**src/design/s9wd_pkg.sv**
```systemverilog
package s9wd_pkg;

	// Width of the remaining-values counter.
	localparam int COUNT_BITS = 24;

	localparam int LIST_LEN_BITS = 24;
	localparam int MODE_BITS     = 2;
	localparam int CFG_IDX_BITS  = 2;
	localparam int SLOT_BITS     = 28;
	localparam int SLOT_IDX_BITS = 5;

	localparam logic [CFG_IDX_BITS-1:0] REG_LIST_LENGTH = 2'd0;
	localparam logic [CFG_IDX_BITS-1:0] REG_DECODE_MODE = 2'd1;

	localparam logic [MODE_BITS-1:0] MODE_PLAIN = 2'd0;
	localparam logic [MODE_BITS-1:0] MODE_GAP   = 2'd1;

	localparam logic [3:0] SEL_MAX = 4'd8;

	typedef enum logic [2:0] {
		ST_IDLE,
		ST_CHECK,
		ST_SKIP,
		ST_SCAN,
		ST_REWIND,
		ST_EMIT,
		ST_ERR
	} step_t;

	typedef enum logic [2:0] {
		OP_NONE,
		OP_LOAD,
		OP_TAKE,
		OP_SCAN,
		OP_REWIND,
		OP_EMIT
	} op_t;

	typedef enum logic [3:0] {
		C_NEVER,
		C_ALWAYS,
		C_NO_ACCEPT,
		C_BAD_SEL,
		C_NO_TAKE,
		C_SCAN_ERR,
		C_MORE_SLOTS,
		C_NO_EMIT,
		C_EMIT_END,
		C_OUT_STALL
	} cond_t;

	typedef struct packed {
		op_t   op;
		logic  err_out;
		cond_t jump_cond;
		step_t jump_to;
		cond_t hold_cond;
		step_t next_step;
	} ctrl_t;

	// Microprogram. Priority inside a step: jump, then hold, then next step.
	function automatic ctrl_t ucode(input step_t s);
		ctrl_t c;
		c = '{OP_NONE, 1'b0, C_NEVER, ST_IDLE, C_NEVER, ST_IDLE};
		unique case (s)
			ST_IDLE:   c = '{OP_LOAD,   1'b0, C_NEVER,    ST_IDLE, C_NO_ACCEPT,  ST_CHECK};
			ST_CHECK:  c = '{OP_TAKE,   1'b0, C_BAD_SEL,  ST_ERR,  C_NEVER,      ST_SKIP};
			ST_SKIP:   c = '{OP_NONE,   1'b0, C_NO_TAKE,  ST_IDLE, C_NEVER,      ST_SCAN};
			ST_SCAN:   c = '{OP_SCAN,   1'b0, C_SCAN_ERR, ST_ERR,  C_MORE_SLOTS, ST_REWIND};
			ST_REWIND: c = '{OP_REWIND, 1'b0, C_NO_EMIT,  ST_IDLE, C_NEVER,      ST_EMIT};
			ST_EMIT:   c = '{OP_EMIT,   1'b0, C_EMIT_END, ST_IDLE, C_ALWAYS,     ST_IDLE};
			ST_ERR:    c = '{OP_NONE,   1'b1, C_NEVER,    ST_IDLE, C_OUT_STALL,  ST_IDLE};
			default:   c = '{OP_NONE,   1'b0, C_NEVER,    ST_IDLE, C_NEVER,      ST_IDLE};
		endcase
		return c;
	endfunction

	function automatic logic [SLOT_IDX_BITS-1:0] slot_count(input logic [3:0] sel);
		logic [SLOT_IDX_BITS-1:0] n;
		unique case (sel)
			4'd0:    n = 5'd1;
			4'd1:    n = 5'd2;
			4'd2:    n = 5'd3;
			4'd3:    n = 5'd4;
			4'd4:    n = 5'd5;
			4'd5:    n = 5'd7;
			4'd6:    n = 5'd9;
			4'd7:    n = 5'd14;
			4'd8:    n = 5'd28;
			default: n = 5'd0;
		endcase
		return n;
	endfunction

	function automatic logic [SLOT_IDX_BITS-1:0] slot_width(input logic [3:0] sel);
		logic [SLOT_IDX_BITS-1:0] w;
		unique case (sel)
			4'd0:    w = 5'd28;
			4'd1:    w = 5'd14;
			4'd2:    w = 5'd9;
			4'd3:    w = 5'd7;
			4'd4:    w = 5'd5;
			4'd5:    w = 5'd4;
			4'd6:    w = 5'd3;
			4'd7:    w = 5'd2;
			4'd8:    w = 5'd1;
			default: w = 5'd0;
		endcase
		return w;
	endfunction

endpackage

```
**src/design/simple9_word_decoder.sv**
```systemverilog
// Simple-9 word decoder.
// Input channel: one packed 32-bit word per beat (in_valid / in_stall) with
// start_list, which reloads the remaining count from list_length and clears the
// running sum before the word is decoded. Output channel: one decoded value per
// beat (out_valid / out_stall) with last_of_word, list_done and format_error.
// Configuration: list_length (index 0) and decode_mode (index 1) through
// cfg_we / cfg_index / cfg_data, written while the block is idle.
// Control is a small microprogram. Each word runs a scan pass over the slots it
// consumes, one slot per cycle, that finds a zero after a boundary and the last
// slot that yields a result, then an emit pass, one slot per cycle while
// out_stall is low. A bad selector or a zero after a boundary gives a lone
// error beat, and a word that consumes nothing gives no beat. in_stall is low
// only while the sequencer waits for a word. While out_stall is high the emit
// pass holds on a slot that offers a beat, with the beat unchanged. Reset
// clears both configuration registers, the remaining count and the running
// sum, and leaves the sequencer waiting for a word.
module simple9_word_decoder (
	input  logic        clk,
	input  logic        arst_n,
	input  logic        in_valid,
	output logic        in_stall,
	input  logic [31:0] packed_word,
	input  logic        start_list,
	output logic        out_valid,
	input  logic        out_stall,
	output logic [31:0] decoded_value,
	output logic        last_of_word,
	output logic        list_done,
	output logic        format_error,
	input  logic        cfg_we,
	input  logic [s9wd_pkg::CFG_IDX_BITS-1:0]  cfg_index,
	input  logic [s9wd_pkg::LIST_LEN_BITS-1:0] cfg_data
);

	localparam int CB = s9wd_pkg::COUNT_BITS;
	localparam int SB = s9wd_pkg::SLOT_BITS;
	localparam int IB = s9wd_pkg::SLOT_IDX_BITS;

	s9wd_pkg::step_t step_q, step_d;
	s9wd_pkg::ctrl_t ctrl;

	logic [s9wd_pkg::LIST_LEN_BITS-1:0] list_length_q;
	logic [s9wd_pkg::MODE_BITS-1:0]     decode_mode_q;
	logic [CB-1:0] values_left_q, left_w_q;
	logic [31:0]   running_sum_q, sum_w_q;
	logic [31:0]   word_q;
	logic [SB-1:0] bits_q;
	logic [IB-1:0] take_q, cnt_q, last_idx_q;
	logic          any_q;

	logic [3:0]    sel;
	logic [IB-1:0] width;
	logic [SB-1:0] mask;
	logic [31:0]   v, ns, val;
	logic          s_emit, s_err;
	logic          accept, advance, cond_jump, cond_hold;
	logic [CB-1:0] reload;

	assign sel    = word_q[31:28];
	assign width  = s9wd_pkg::slot_width(sel);
	assign mask   = (SB'(1) << width) - SB'(1);
	assign v      = {{(32-SB){1'b0}}, bits_q & mask};
	assign ctrl   = s9wd_pkg::ucode(step_q);
	assign reload = CB'(list_length_q);
	assign accept = in_valid && !in_stall;

	// One slot against the working sum; shared by the scan and emit passes.
	always_comb begin
		ns     = sum_w_q;
		val    = v;
		s_emit = 1'b1;
		s_err  = 1'b0;
		if (decode_mode_q == s9wd_pkg::MODE_PLAIN) begin
			val = v;
		end else if (decode_mode_q == s9wd_pkg::MODE_GAP) begin
			ns  = sum_w_q + v;
			val = ns;
		end else if (sum_w_q == 32'd0) begin
			s_err = (v == 32'd0);
			ns    = v;
			val   = v - 32'd1;
		end else if (v != 32'd0) begin
			ns  = sum_w_q + v - 32'd1;
			val = ns - 32'd1;
		end else begin
			ns     = 32'd0;
			s_emit = 1'b0;
		end
	end

	assign advance = !s_emit || !out_stall;

	always_comb begin
		cond_jump = 1'b0;
		cond_hold = 1'b0;
		unique case (ctrl.jump_cond)
			s9wd_pkg::C_BAD_SEL:  cond_jump = (sel > s9wd_pkg::SEL_MAX);
			s9wd_pkg::C_NO_TAKE:  cond_jump = (take_q == '0);
			s9wd_pkg::C_SCAN_ERR: cond_jump = s_err;
			s9wd_pkg::C_NO_EMIT:  cond_jump = !any_q;
			s9wd_pkg::C_EMIT_END: cond_jump = advance && (cnt_q == last_idx_q);
			s9wd_pkg::C_ALWAYS:   cond_jump = 1'b1;
			default:              cond_jump = 1'b0;
		endcase
		unique case (ctrl.hold_cond)
			s9wd_pkg::C_NO_ACCEPT:  cond_hold = !accept;
			s9wd_pkg::C_MORE_SLOTS: cond_hold = (cnt_q != take_q - IB'(1));
			s9wd_pkg::C_OUT_STALL:  cond_hold = out_stall;
			s9wd_pkg::C_ALWAYS:     cond_hold = 1'b1;
			default:                cond_hold = 1'b0;
		endcase
		if (cond_jump) begin
			step_d = ctrl.jump_to;
		end else if (cond_hold) begin
			step_d = step_q;
		end else begin
			step_d = ctrl.next_step;
		end
	end

	always_ff @(posedge clk or negedge arst_n) begin
		if (!arst_n) begin
			step_q <= s9wd_pkg::ST_IDLE;
		end else begin
			step_q <= step_d;
		end
	end

	always_ff @(posedge clk or negedge arst_n) begin
		if (!arst_n) begin
			list_length_q <= '0;
			decode_mode_q <= '0;
		end else if (cfg_we) begin
			if (cfg_index == s9wd_pkg::REG_LIST_LENGTH) begin
				list_length_q <= cfg_data;
			end else if (cfg_index == s9wd_pkg::REG_DECODE_MODE) begin
				decode_mode_q <= cfg_data[s9wd_pkg::MODE_BITS-1:0];
			end
		end
	end

	// Architectural list state; a word commits by swapping with the working copy.
	always_ff @(posedge clk or negedge arst_n) begin
		if (!arst_n) begin
			values_left_q <= '0;
			running_sum_q <= '0;
		end else if (ctrl.op == s9wd_pkg::OP_LOAD && accept && start_list) begin
			values_left_q <= reload;
			running_sum_q <= '0;
		end else if (ctrl.op == s9wd_pkg::OP_REWIND) begin
			values_left_q <= left_w_q;
			running_sum_q <= sum_w_q;
		end
	end

	always_ff @(posedge clk) begin
		case (ctrl.op)
			s9wd_pkg::OP_LOAD: begin
				if (accept) begin
					word_q   <= packed_word;
					bits_q   <= packed_word[SB-1:0];
					left_w_q <= start_list ? reload : values_left_q;
					sum_w_q  <= start_list ? 32'd0 : running_sum_q;
				end
			end
			s9wd_pkg::OP_TAKE: begin
				if (left_w_q < CB'(s9wd_pkg::slot_count(sel))) begin
					take_q <= left_w_q[IB-1:0];
				end else begin
					take_q <= s9wd_pkg::slot_count(sel);
				end
				cnt_q      <= '0;
				any_q      <= 1'b0;
				last_idx_q <= '0;
			end
			s9wd_pkg::OP_SCAN: begin
				sum_w_q  <= ns;
				left_w_q <= left_w_q - CB'(1);
				bits_q   <= bits_q >> width;
				cnt_q    <= cnt_q + IB'(1);
				if (s_emit) begin
					last_idx_q <= cnt_q;
					any_q      <= 1'b1;
				end
			end
			s9wd_pkg::OP_REWIND: begin
				left_w_q <= values_left_q;
				sum_w_q  <= running_sum_q;
				bits_q   <= word_q[SB-1:0];
				cnt_q    <= '0;
			end
			s9wd_pkg::OP_EMIT: begin
				if (advance) begin
					sum_w_q  <= ns;
					left_w_q <= left_w_q - CB'(1);
					bits_q   <= bits_q >> width;
					cnt_q    <= cnt_q + IB'(1);
				end
			end
			default: begin
			end
		endcase
	end

	assign in_stall = (step_q != s9wd_pkg::ST_IDLE);

	always_comb begin
		if (ctrl.err_out) begin
			out_valid     = 1'b1;
			decoded_value = 32'd0;
			last_of_word  = 1'b1;
			list_done     = (values_left_q == '0);
			format_error  = 1'b1;
		end else begin
			out_valid     = (ctrl.op == s9wd_pkg::OP_EMIT) && s_emit;
			decoded_value = val;
			last_of_word  = (cnt_q == last_idx_q);
			list_done     = (left_w_q == CB'(1));
			format_error  = 1'b0;
		end
	end

	a_no_beat_while_idle: assert property (@(posedge clk) disable iff (!arst_n)
		!in_stall |-> !out_valid)
		else $error("result beat offered while waiting for a word");

	a_error_beat_shape: assert property (@(posedge clk) disable iff (!arst_n)
		out_valid && format_error |-> last_of_word && (decoded_value == 32'd0))
		else $error("error beat is not a lone zero result");

	a_error_ends_word: assert property (@(posedge clk) disable iff (!arst_n)
		out_valid && format_error && !out_stall |=> !in_stall)
		else $error("sequencer did not return to idle after an error beat");

	a_slot_in_range: assert property (@(posedge clk) disable iff (!arst_n)
		(step_q == s9wd_pkg::ST_SCAN || step_q == s9wd_pkg::ST_EMIT) |->
			(cnt_q < take_q))
		else $error("slot index ran past the slots taken from the word");

endmodule

```
**config.mk**
```make
export PLATFORM = sky130hd
export DESIGN_NAME = simple9_word_decoder
export DESIGN_NICKNAME = d
export VERILOG_FILES = /design/src/design/s9wd_pkg.sv /design/src/design/simple9_word_decoder.sv
export SDC_FILE = /design/constraint.sdc
export NUM_CORES = 1
export LEC_CHECK = 0
export BUFFER_PORTS_ARGS = -buffer_cell sky130_fd_sc_hd__buf_2
export CAP_MARGIN = 20
export CORE_MARGIN = 10
export CORE_UTILIZATION = 50
export DETAILED_ROUTE_END_ITERATION = 12
export MAX_ROUTING_LAYER = met4
export PLACE_DENSITY = 0.74
export SETUP_SLACK_MARGIN = 0.4
export SYNTH_ARGS = -nofsm -noshare
export SYNTH_HDL_FRONTEND = slang
export SYNTH_SLANG_ARGS = --single-unit
```
**constraint.sdc**
```tcl
create_clock -name clk -period 11.8 [get_ports clk]
set_input_delay 0.59 -clock clk [delete_from_list [all_inputs] [get_ports clk]]
set_output_delay 0.59 -clock clk [all_outputs]
set_load 0.01 [all_outputs]
```
# [Word-level counts from Yosys, hierarchy flattened]
# Memory sizes are Yosys's and may differ from the RTL's. A register that Yosys moved wholly into a read port is not among the register bits.
# Index checks and enable logic that the tools add are counted.
[word_totals] ff_bits=217 latchBits=0 ram_bits=0 romBits=240 input_bits=64 output_inout_bits=37 word_cells=142 memories=3
[op_classes] addsub=8 multipliers=0 n_div=0 n_lt_le_gt_ge=2 n_eq_ne=30 shifts=2 mux=51 bitwise_logic=2 n_reduce_logical=31
[memory_table] memory="(name not given)" depth=16 word_bits=5 rd=1 rd_clocked_by_memory_dff=1 wr=0 line_no="s9wd_pkg.sv:80" rtl="unique case (sel)"
[memory_table] memory="(name not given)" depth=16 word_bits=5 rd=1 rd_clocked_by_memory_dff=1 wr=0 line_no="s9wd_pkg.sv:80"
[memory_table] memory="(name not given)" depth=16 word_bits=5 rd=1 rd_clocked_by_memory_dff=1 wr=0 line_no="s9wd_pkg.sv:97" rtl="unique case (sel)"
[op_table] op="two-way mux 32 bit" n=14
[op_table] op="case mux 32 bit (4 select lines)" n=1
[op_table] op="case mux 18 bit (7 select lines)" n=1
[op_table] op="two-way mux 24 bit" n=5
[op_table] op="case mux 28 bit (4 select lines)" n=1
[op_table] op="case mux 24 bit (4 select lines)" n=1
[op_table] op="zero test 32 bit" n=2
[op_table] op="subtractor 32 x 1 -> 32 bit (second input constant)" n=2
[op_table] op="two-way mux 28 bit" n=2
[op_table] op="adder 32 x 28 -> 32 bit" n=1
[op_table] op="nonzero test 32 bit" n=1
[op_table] op="subtractor 28 x 1 -> 29 bit (second input constant)" n=1
[op_table] op="AND 28 bit" n=1
[op_table] op="<< shifter 1 x 5 -> 28 bit (first input constant)" n=1
[op_table] op="right shift 28 x 5 -> 28 bit" n=1
[op_table] op="subtractor 28 x 2 -> 28 bit (second input constant)" n=1
[op_table] op="== test 24 x 1 -> 1 bit (second input constant)" n=1
[op_table] op="zero test 24 bit" n=1
[op_table] op="< comparator 24 x 5 -> 1 bit" n=1
[op_table] op="subtractor 24 x 1 -> 24 bit (second input constant)" n=1
[op_table] op="two-way mux 5 bit" n=4
[op_table] op="== test 4 x 3 -> 1 bit (second input constant)" n=4
[op_table] op="== test 3 bit (second input constant)" n=5
[op_table] op="case mux 5 bit (3 select lines)" n=1
[op_table] op="other kinds (32)" n=72

# [Logic depth before layout (Yosys ltp)]
[logic_depth] ltp_word=13 ltp_mapped=30

# [Worst setup path before layout]
# OpenSTA, ideal clock, no wires.
[synth_timing] path_kind="reg-to-reg" startpoint="register, netlist name width[0]" endpoint="register sum_w_q[0] (enable)" t_arrival_ns=9.402 required_time_ns=11.406 slack_ns=2.004 stages_incl_launch_ff=23 synth_period_minus_slack_ns=9.796 cell_sequence="dfxtp_1 clkbuf_1 clkbuf_1 clkbuf_1 clkbuf_1 nand3_1 ha_1 clkbuf_1 buf_1 o21ai_0 o21ai_0 nand2_1 inv_1 nor4_2 nand2_1 nor4_1 and4_1 clkbuf_1 nand3_1 nand2_1 a21oi_1 o21ai_0 o31a_1"
[synth_between] elab_chain_len=12
[synth_rtl] element="<< shifter 1 x 5 -> 28 bit" line_no="simple9_word_decoder.sv:61" rtl="assign mask = (SB'(1) << width) - SB'(1);"
[synth_rtl] element="subtractor 28 x 2 -> 28 bit" line_no="simple9_word_decoder.sv:61"
[synth_rtl] element="AND 28 bit" line_no="simple9_word_decoder.sv:62" rtl="assign v = {{(32-SB){1'b0}}, bits_q & mask};"
[synth_rtl] element="nonzero test 32 bit" line_no="simple9_word_decoder.sv:82" rtl="end else if (v != 32'd0) begin"
[synth_rtl] element="two-way mux 1 bit" line_no="simple9_word_decoder.sv:82"
[synth_rtl] element="two-way mux 1 bit" line_no="simple9_word_decoder.sv:78" rtl="end else if (sum_w_q == 32'd0) begin"
[synth_rtl] element="two-way mux 1 bit" line_no="simple9_word_decoder.sv:75" rtl="end else if (decode_mode_q == s9wd_pkg::MODE_GAP) begin"
[synth_rtl] element="two-way mux 1 bit" line_no="simple9_word_decoder.sv:73" rtl="if (decode_mode_q == s9wd_pkg::MODE_PLAIN) begin"
[synth_rtl] element="zero test 1 bit" line_no="simple9_word_decoder.sv:91" rtl="assign advance = !s_emit || !out_stall;"
[synth_rtl] element="logical OR 1 bit" line_no="simple9_word_decoder.sv:91"
[synth_rtl] element="inequality test 2 bit (no line)"
[synth_rtl] element="AND reduction 3 bit (no line)"
[synth_rtl] element="to (signal assigned)" line_no="simple9_word_decoder.sv:163" rtl="sum_w_q <= start_list ? 32'd0 : running_sum_q;"
[synth_rtl] element="to (signal assigned)" line_no="simple9_word_decoder.sv:177" rtl="sum_w_q <= ns;"
[synth_rtl] element="to (signal assigned)" line_no="simple9_word_decoder.sv:188" rtl="sum_w_q <= running_sum_q;"
[synth_rtl] element="to (decl)" line_no="simple9_word_decoder.sv:45" rtl="logic [31:0] running_sum_q, sum_w_q;"
# Every way passes these cells.
# A chain may end at the register's enable or synchronous reset.

# [Worst setup path in the final report]
[layout_timing] startpoint="register, netlist name width[1]" endpoint="output decoded_value[26]"
[layout_between] elab_chain_len=11 elab_cells_between_ends=13 cone_classes="add/sub (5); shift (1); mux (5); bitwise (1); reduce/logical (1)"
[layout_rtl] element="<< shifter 1 x 5 -> 28 bit (*)" line_no="simple9_word_decoder.sv:61"
[layout_rtl] element="subtractor 28 x 2 -> 28 bit (*)" line_no="simple9_word_decoder.sv:61"
[layout_rtl] element="AND 28 bit (*)" line_no="simple9_word_decoder.sv:62"
[layout_rtl] element="adder 32 x 28 -> 32 bit" line_no="simple9_word_decoder.sv:76, simple9_word_decoder.sv:83"
[layout_rtl] element="subtractor 32 x 1 -> 32 bit" line_no="simple9_word_decoder.sv:83" rtl="ns = sum_w_q + v - 32'd1;"
[layout_rtl] element="subtractor 32 x 1 -> 32 bit" line_no="simple9_word_decoder.sv:84" rtl="val = ns - 32'd1;"
[layout_rtl] element="two-way mux 32 bit" line_no="simple9_word_decoder.sv:82"
[layout_rtl] element="two-way mux 32 bit" line_no="simple9_word_decoder.sv:78"
[layout_rtl] element="two-way mux 32 bit" line_no="simple9_word_decoder.sv:75"
[layout_rtl] element="two-way mux 32 bit (*)" line_no="simple9_word_decoder.sv:73"
[layout_rtl] element="two-way mux 32 bit (*)" line_no="simple9_word_decoder.sv:208" rtl="if (ctrl.err_out) begin"
[layout_rtl] element="to (decl)" line_no="simple9_word_decoder.sv:26" rtl="output logic [31:0] decoded_value,"
# Mark *: on every way between the ends. The rest lies on a longest branch, timed or not.

==> impl_metrics.toml <==
[detailed_routing]
wl_per_cell_um = 24.2
antenna_left = 0
drc_errors = 0
drt_wl_total_mm = 61.8
vias = 17000
viasPerCell = 6.65
drt-initial-drc-count = 2190
dr.pass1.iters = 6

[synth]
ys_warn_count = 0
synth_largest_area_cell = "edfxtp_1"
yosysUniqueCellTypes = 99
ys_seq_area_frac = 0.358
synth-edff-count = 132
synth_fp_nets = 2171
synth_area_per_cell_sq_um = 8.54
ys_seq_elements = 227
netlist_instances = 2059
netlist_top_cells_area = "edfxtp_1, dfrtp_1, nand2_1"
synthArstFlopShare = 0.374
synth.cell_area_sq_um = 17600
synthFlopType = "edfxtp_1"
synth_top_area_frac = 0.225

[clock_network]
clock_latency_ps = 530
clk_pin_slew_ps = 70
htree_levels = 1
post-cts-setup-buffer-count = 0
cts_resized = 0
postCtsHoldBufs = 0
cts_buffers = 23
cts.sinks = 227
root_buffer = "clkbuf_16"
cts_max_path_buffers = 3
cts_tree = "built"

[global_route]
grt_start_max_net_pins = 58
grt_use_total = 0.281
antenna_found_initial = 0
grt_pass1_vias = 15800
grt_pass1_wl_mm = 96.0
overflow = 0

[place]
dpl_cell_area_sq_um = 18400
portBuffers = 100
hpwl_mm = 44.8
pre_cts_ws_ps = 3200
place_congestion = 0.996

[worst_setup_path]
startpoint = "width[1]"
rrSetupSlack_ps = 4450
path_class = "reg2out"
required_ps = 11210
r2r_cells = 22
worst_r2r_startpoint = "width[1]"
r2r_end = "sum_w_q[31]"
worst_setup_path_end_kind = "output pin"
crit_arrival_ps = 8420
cp-start-kind = "flop"
worstPathMaxFanout = 53

[finish]
nFillCells = 3156
final_cell_area_sq_um = 19300
num_antenna_cells = 0
layout-drive-gt1-share = 0.133
fin_nets = 2192
syn_to_final_growth_pct = 9.64

[sta]
slew_violations = 0
min_period_ps = 9010
min_period_over_period = 0.763
skew_ps = 12.4
rsz0062_at_grt = "false"
slew_headroom = 0.287
setup_slack_ps = 2790
max_freq_ghz = 0.111
hold_viol_final = 3
finalSetupViolCount = 0
worstMarginPinSlew_ps = 1060
tns_ps = 0
worst_hold_slack_ps = -3.67

[floorplan]
num_io_pins = 101
die_area_sq_um = 43100
core_sq_um = 34600
initial_core_util = 0.508
die_y_um = 208
die_w_um = 208
rows = 68

[outcome]
failed_checks = "negative hold slack"
status = "finished with violations"

[hold_path]
hold_path_class = "in2async"

[job]
drv_cap = 0

[power_and_ir_drop]
p_per_area_nw_per_um2 = 366
p_leak_nw = 7.56
totalPowerFinal_mw = 7.05
peakVddDrop_v = 0.000165
[power breakdown]
part | internal, mW | leakage, nW | total [mW] | switching (mW)
registers | 1.31 | 2.42 | 1.71 | 0.397
clock network | 0.472 | 0.395 | 0.790 | 0.318
logic | 1.64 | 4.75 | 4.55 | 2.91
[kinds of logic (layout without fill, tap and decap cells)]
family                     Yosys count  after routing  synth area share
xor gates and xnor gates           110            110            0.0552
muxes                               93             93            0.0678
DFF                                227            227             0.358
buffers and inverters              208            245            0.0452
AOI/OAI and AO/OA                  649            649             0.242
and+or+nand+nor                    724            724             0.197
adders and majority gates           48             48            0.0346
[stage by stage]
| step | cells | utilization | hold slack, ps |
|---|---|---|---|
| after floorplan | 2059 | - | 294 |
| after global placement | 2509 | 0.532 | 488 |
| after detailed placement | 2509 | 0.532 | 491 |
| after CTS | 2550 | 0.556 | 4.48 |
| after global routing | 2551 | 0.557 | 21.6 |
| final | 2551 | 0.557 | -3.67 |
[placed cells by master (no fill, tap or decap), drive strengths merged, types with 17 or more instances in the layout]
cell	netlist	final
nor3	58	58
edfxtp	132	132
and2	21	21
a22oi	71	71
nor2	152	152
mux2	38	38
nand2	277	277
ha	47	47
clkbuf	125	28
a211oi	48	48
mux2i	38	38
o21ai	191	191
nand3	53	53
xor2	31	31
o22ai	22	22
a21oi	143	143
nand4	17	17
dfrtp	85	85
nor4	34	34
buf	18	139
xnor2	79	79
and3	28	28
inv	62	66
mux4	17	17
[flip-flops by register name (all words and copies together), names as in the netlist, named ones only]
signal / flops
decode_mode_q: 2
cnt_q: 5
take_q: 5
bits_q: 28
list_length_q: 24
last_idx_q: 5
values_left_q: 24
width: 5
any_q: 1
step_q: 3
sum_w_q: 32
running_sum_q: 32
word_q: 32
left_w_q: 24
[critical path, stage by stage, from the launching register on]
cell and delay, ps:
dfxtp_2 310, buf_4 490, nor2_1 220, nand3_1 140, ha_1 740, xor2_1 140
nor2_1 390, ha_1 350, xor2_1 380, ha_1 210, a21boi_0 370, o21ai_0 320
nor2_1 520, nand3_1 460, nor4_1 680, xnor2_1 190, nand2_1 110, nor3_1 760
nand4_1 360, xnor2_1 220, o221ai_1 180, and3_1 190, buf_2 140
[metal layers]
| layer | GRT usage | part of all wire | vias up | wire length (um) |
|---|---|---|---|---|
| met3 | 0.0355 | 0.091 | 93 | 5610 |
| li1 | - | - | 7723 | - |
| met2 | 0.424 | 0.45 | 938 | 27900 |
| met4 | 0.0773 | 0.027 | 0 | 1680 |
| met5 | - | 0 | - | 0 |
| met1 | 0.390 | 0.43 | 8200 | 26600 |
[layout make-up]
class	instances	area, sq um	area share
multi-input combinational	1624	10500	0.547
inverter	65	244	0.0127
tap	455	569	0.0295
clock inverter	13	180	0.00935
clock buffer	28	634	0.0329
sequential	227	6290	0.327
timing repair buffer	139	816	0.0423
[how the worst max path moves through the flow]
stage                              to  slack (ps)  depth (start not counted)
finish              decoded_value[26]        2790                         22
global route        decoded_value[26]        2170                         22
CTS                 decoded_value[26]        2630                         22
detailed placement  decoded_value[26]        3200                         22
global placement    decoded_value[26]        3450                         22
floorplan                  sum_w_q[0]        2000                         22
[cell usage after synthesis (8+ instances only)]
library cell / instances
xnor2_1: 78
inv_1: 61
and4_1: 10
nor2b_1: 15
o21a_1: 13
o21ai_0: 187
a21oi_1: 142
mux2i_1: 38
nor4_1: 31
and2_1: 19
a31oi_1: 13
clkbuf_1: 125
nor3_1: 57
mux2_2: 38
xor2_1: 31
o211ai_1: 12
edfxtp_1: 132
o22ai_1: 22
a211oi_1: 47
mux4_2: 17
buf_1: 12
or2_2: 9
o221ai_1: 14
dfrtp_1: 85
dfxtp_1: 10
ha_1: 47
nand3_1: 51
a22oi_1: 71
a21o_1: 14
and3_1: 28
nand4_1: 17
a22o_1: 8
nor2_1: 152
or3_1: 8
nand2b_1: 10
nand2_1: 277
Power figures use the tool's default switching activity.
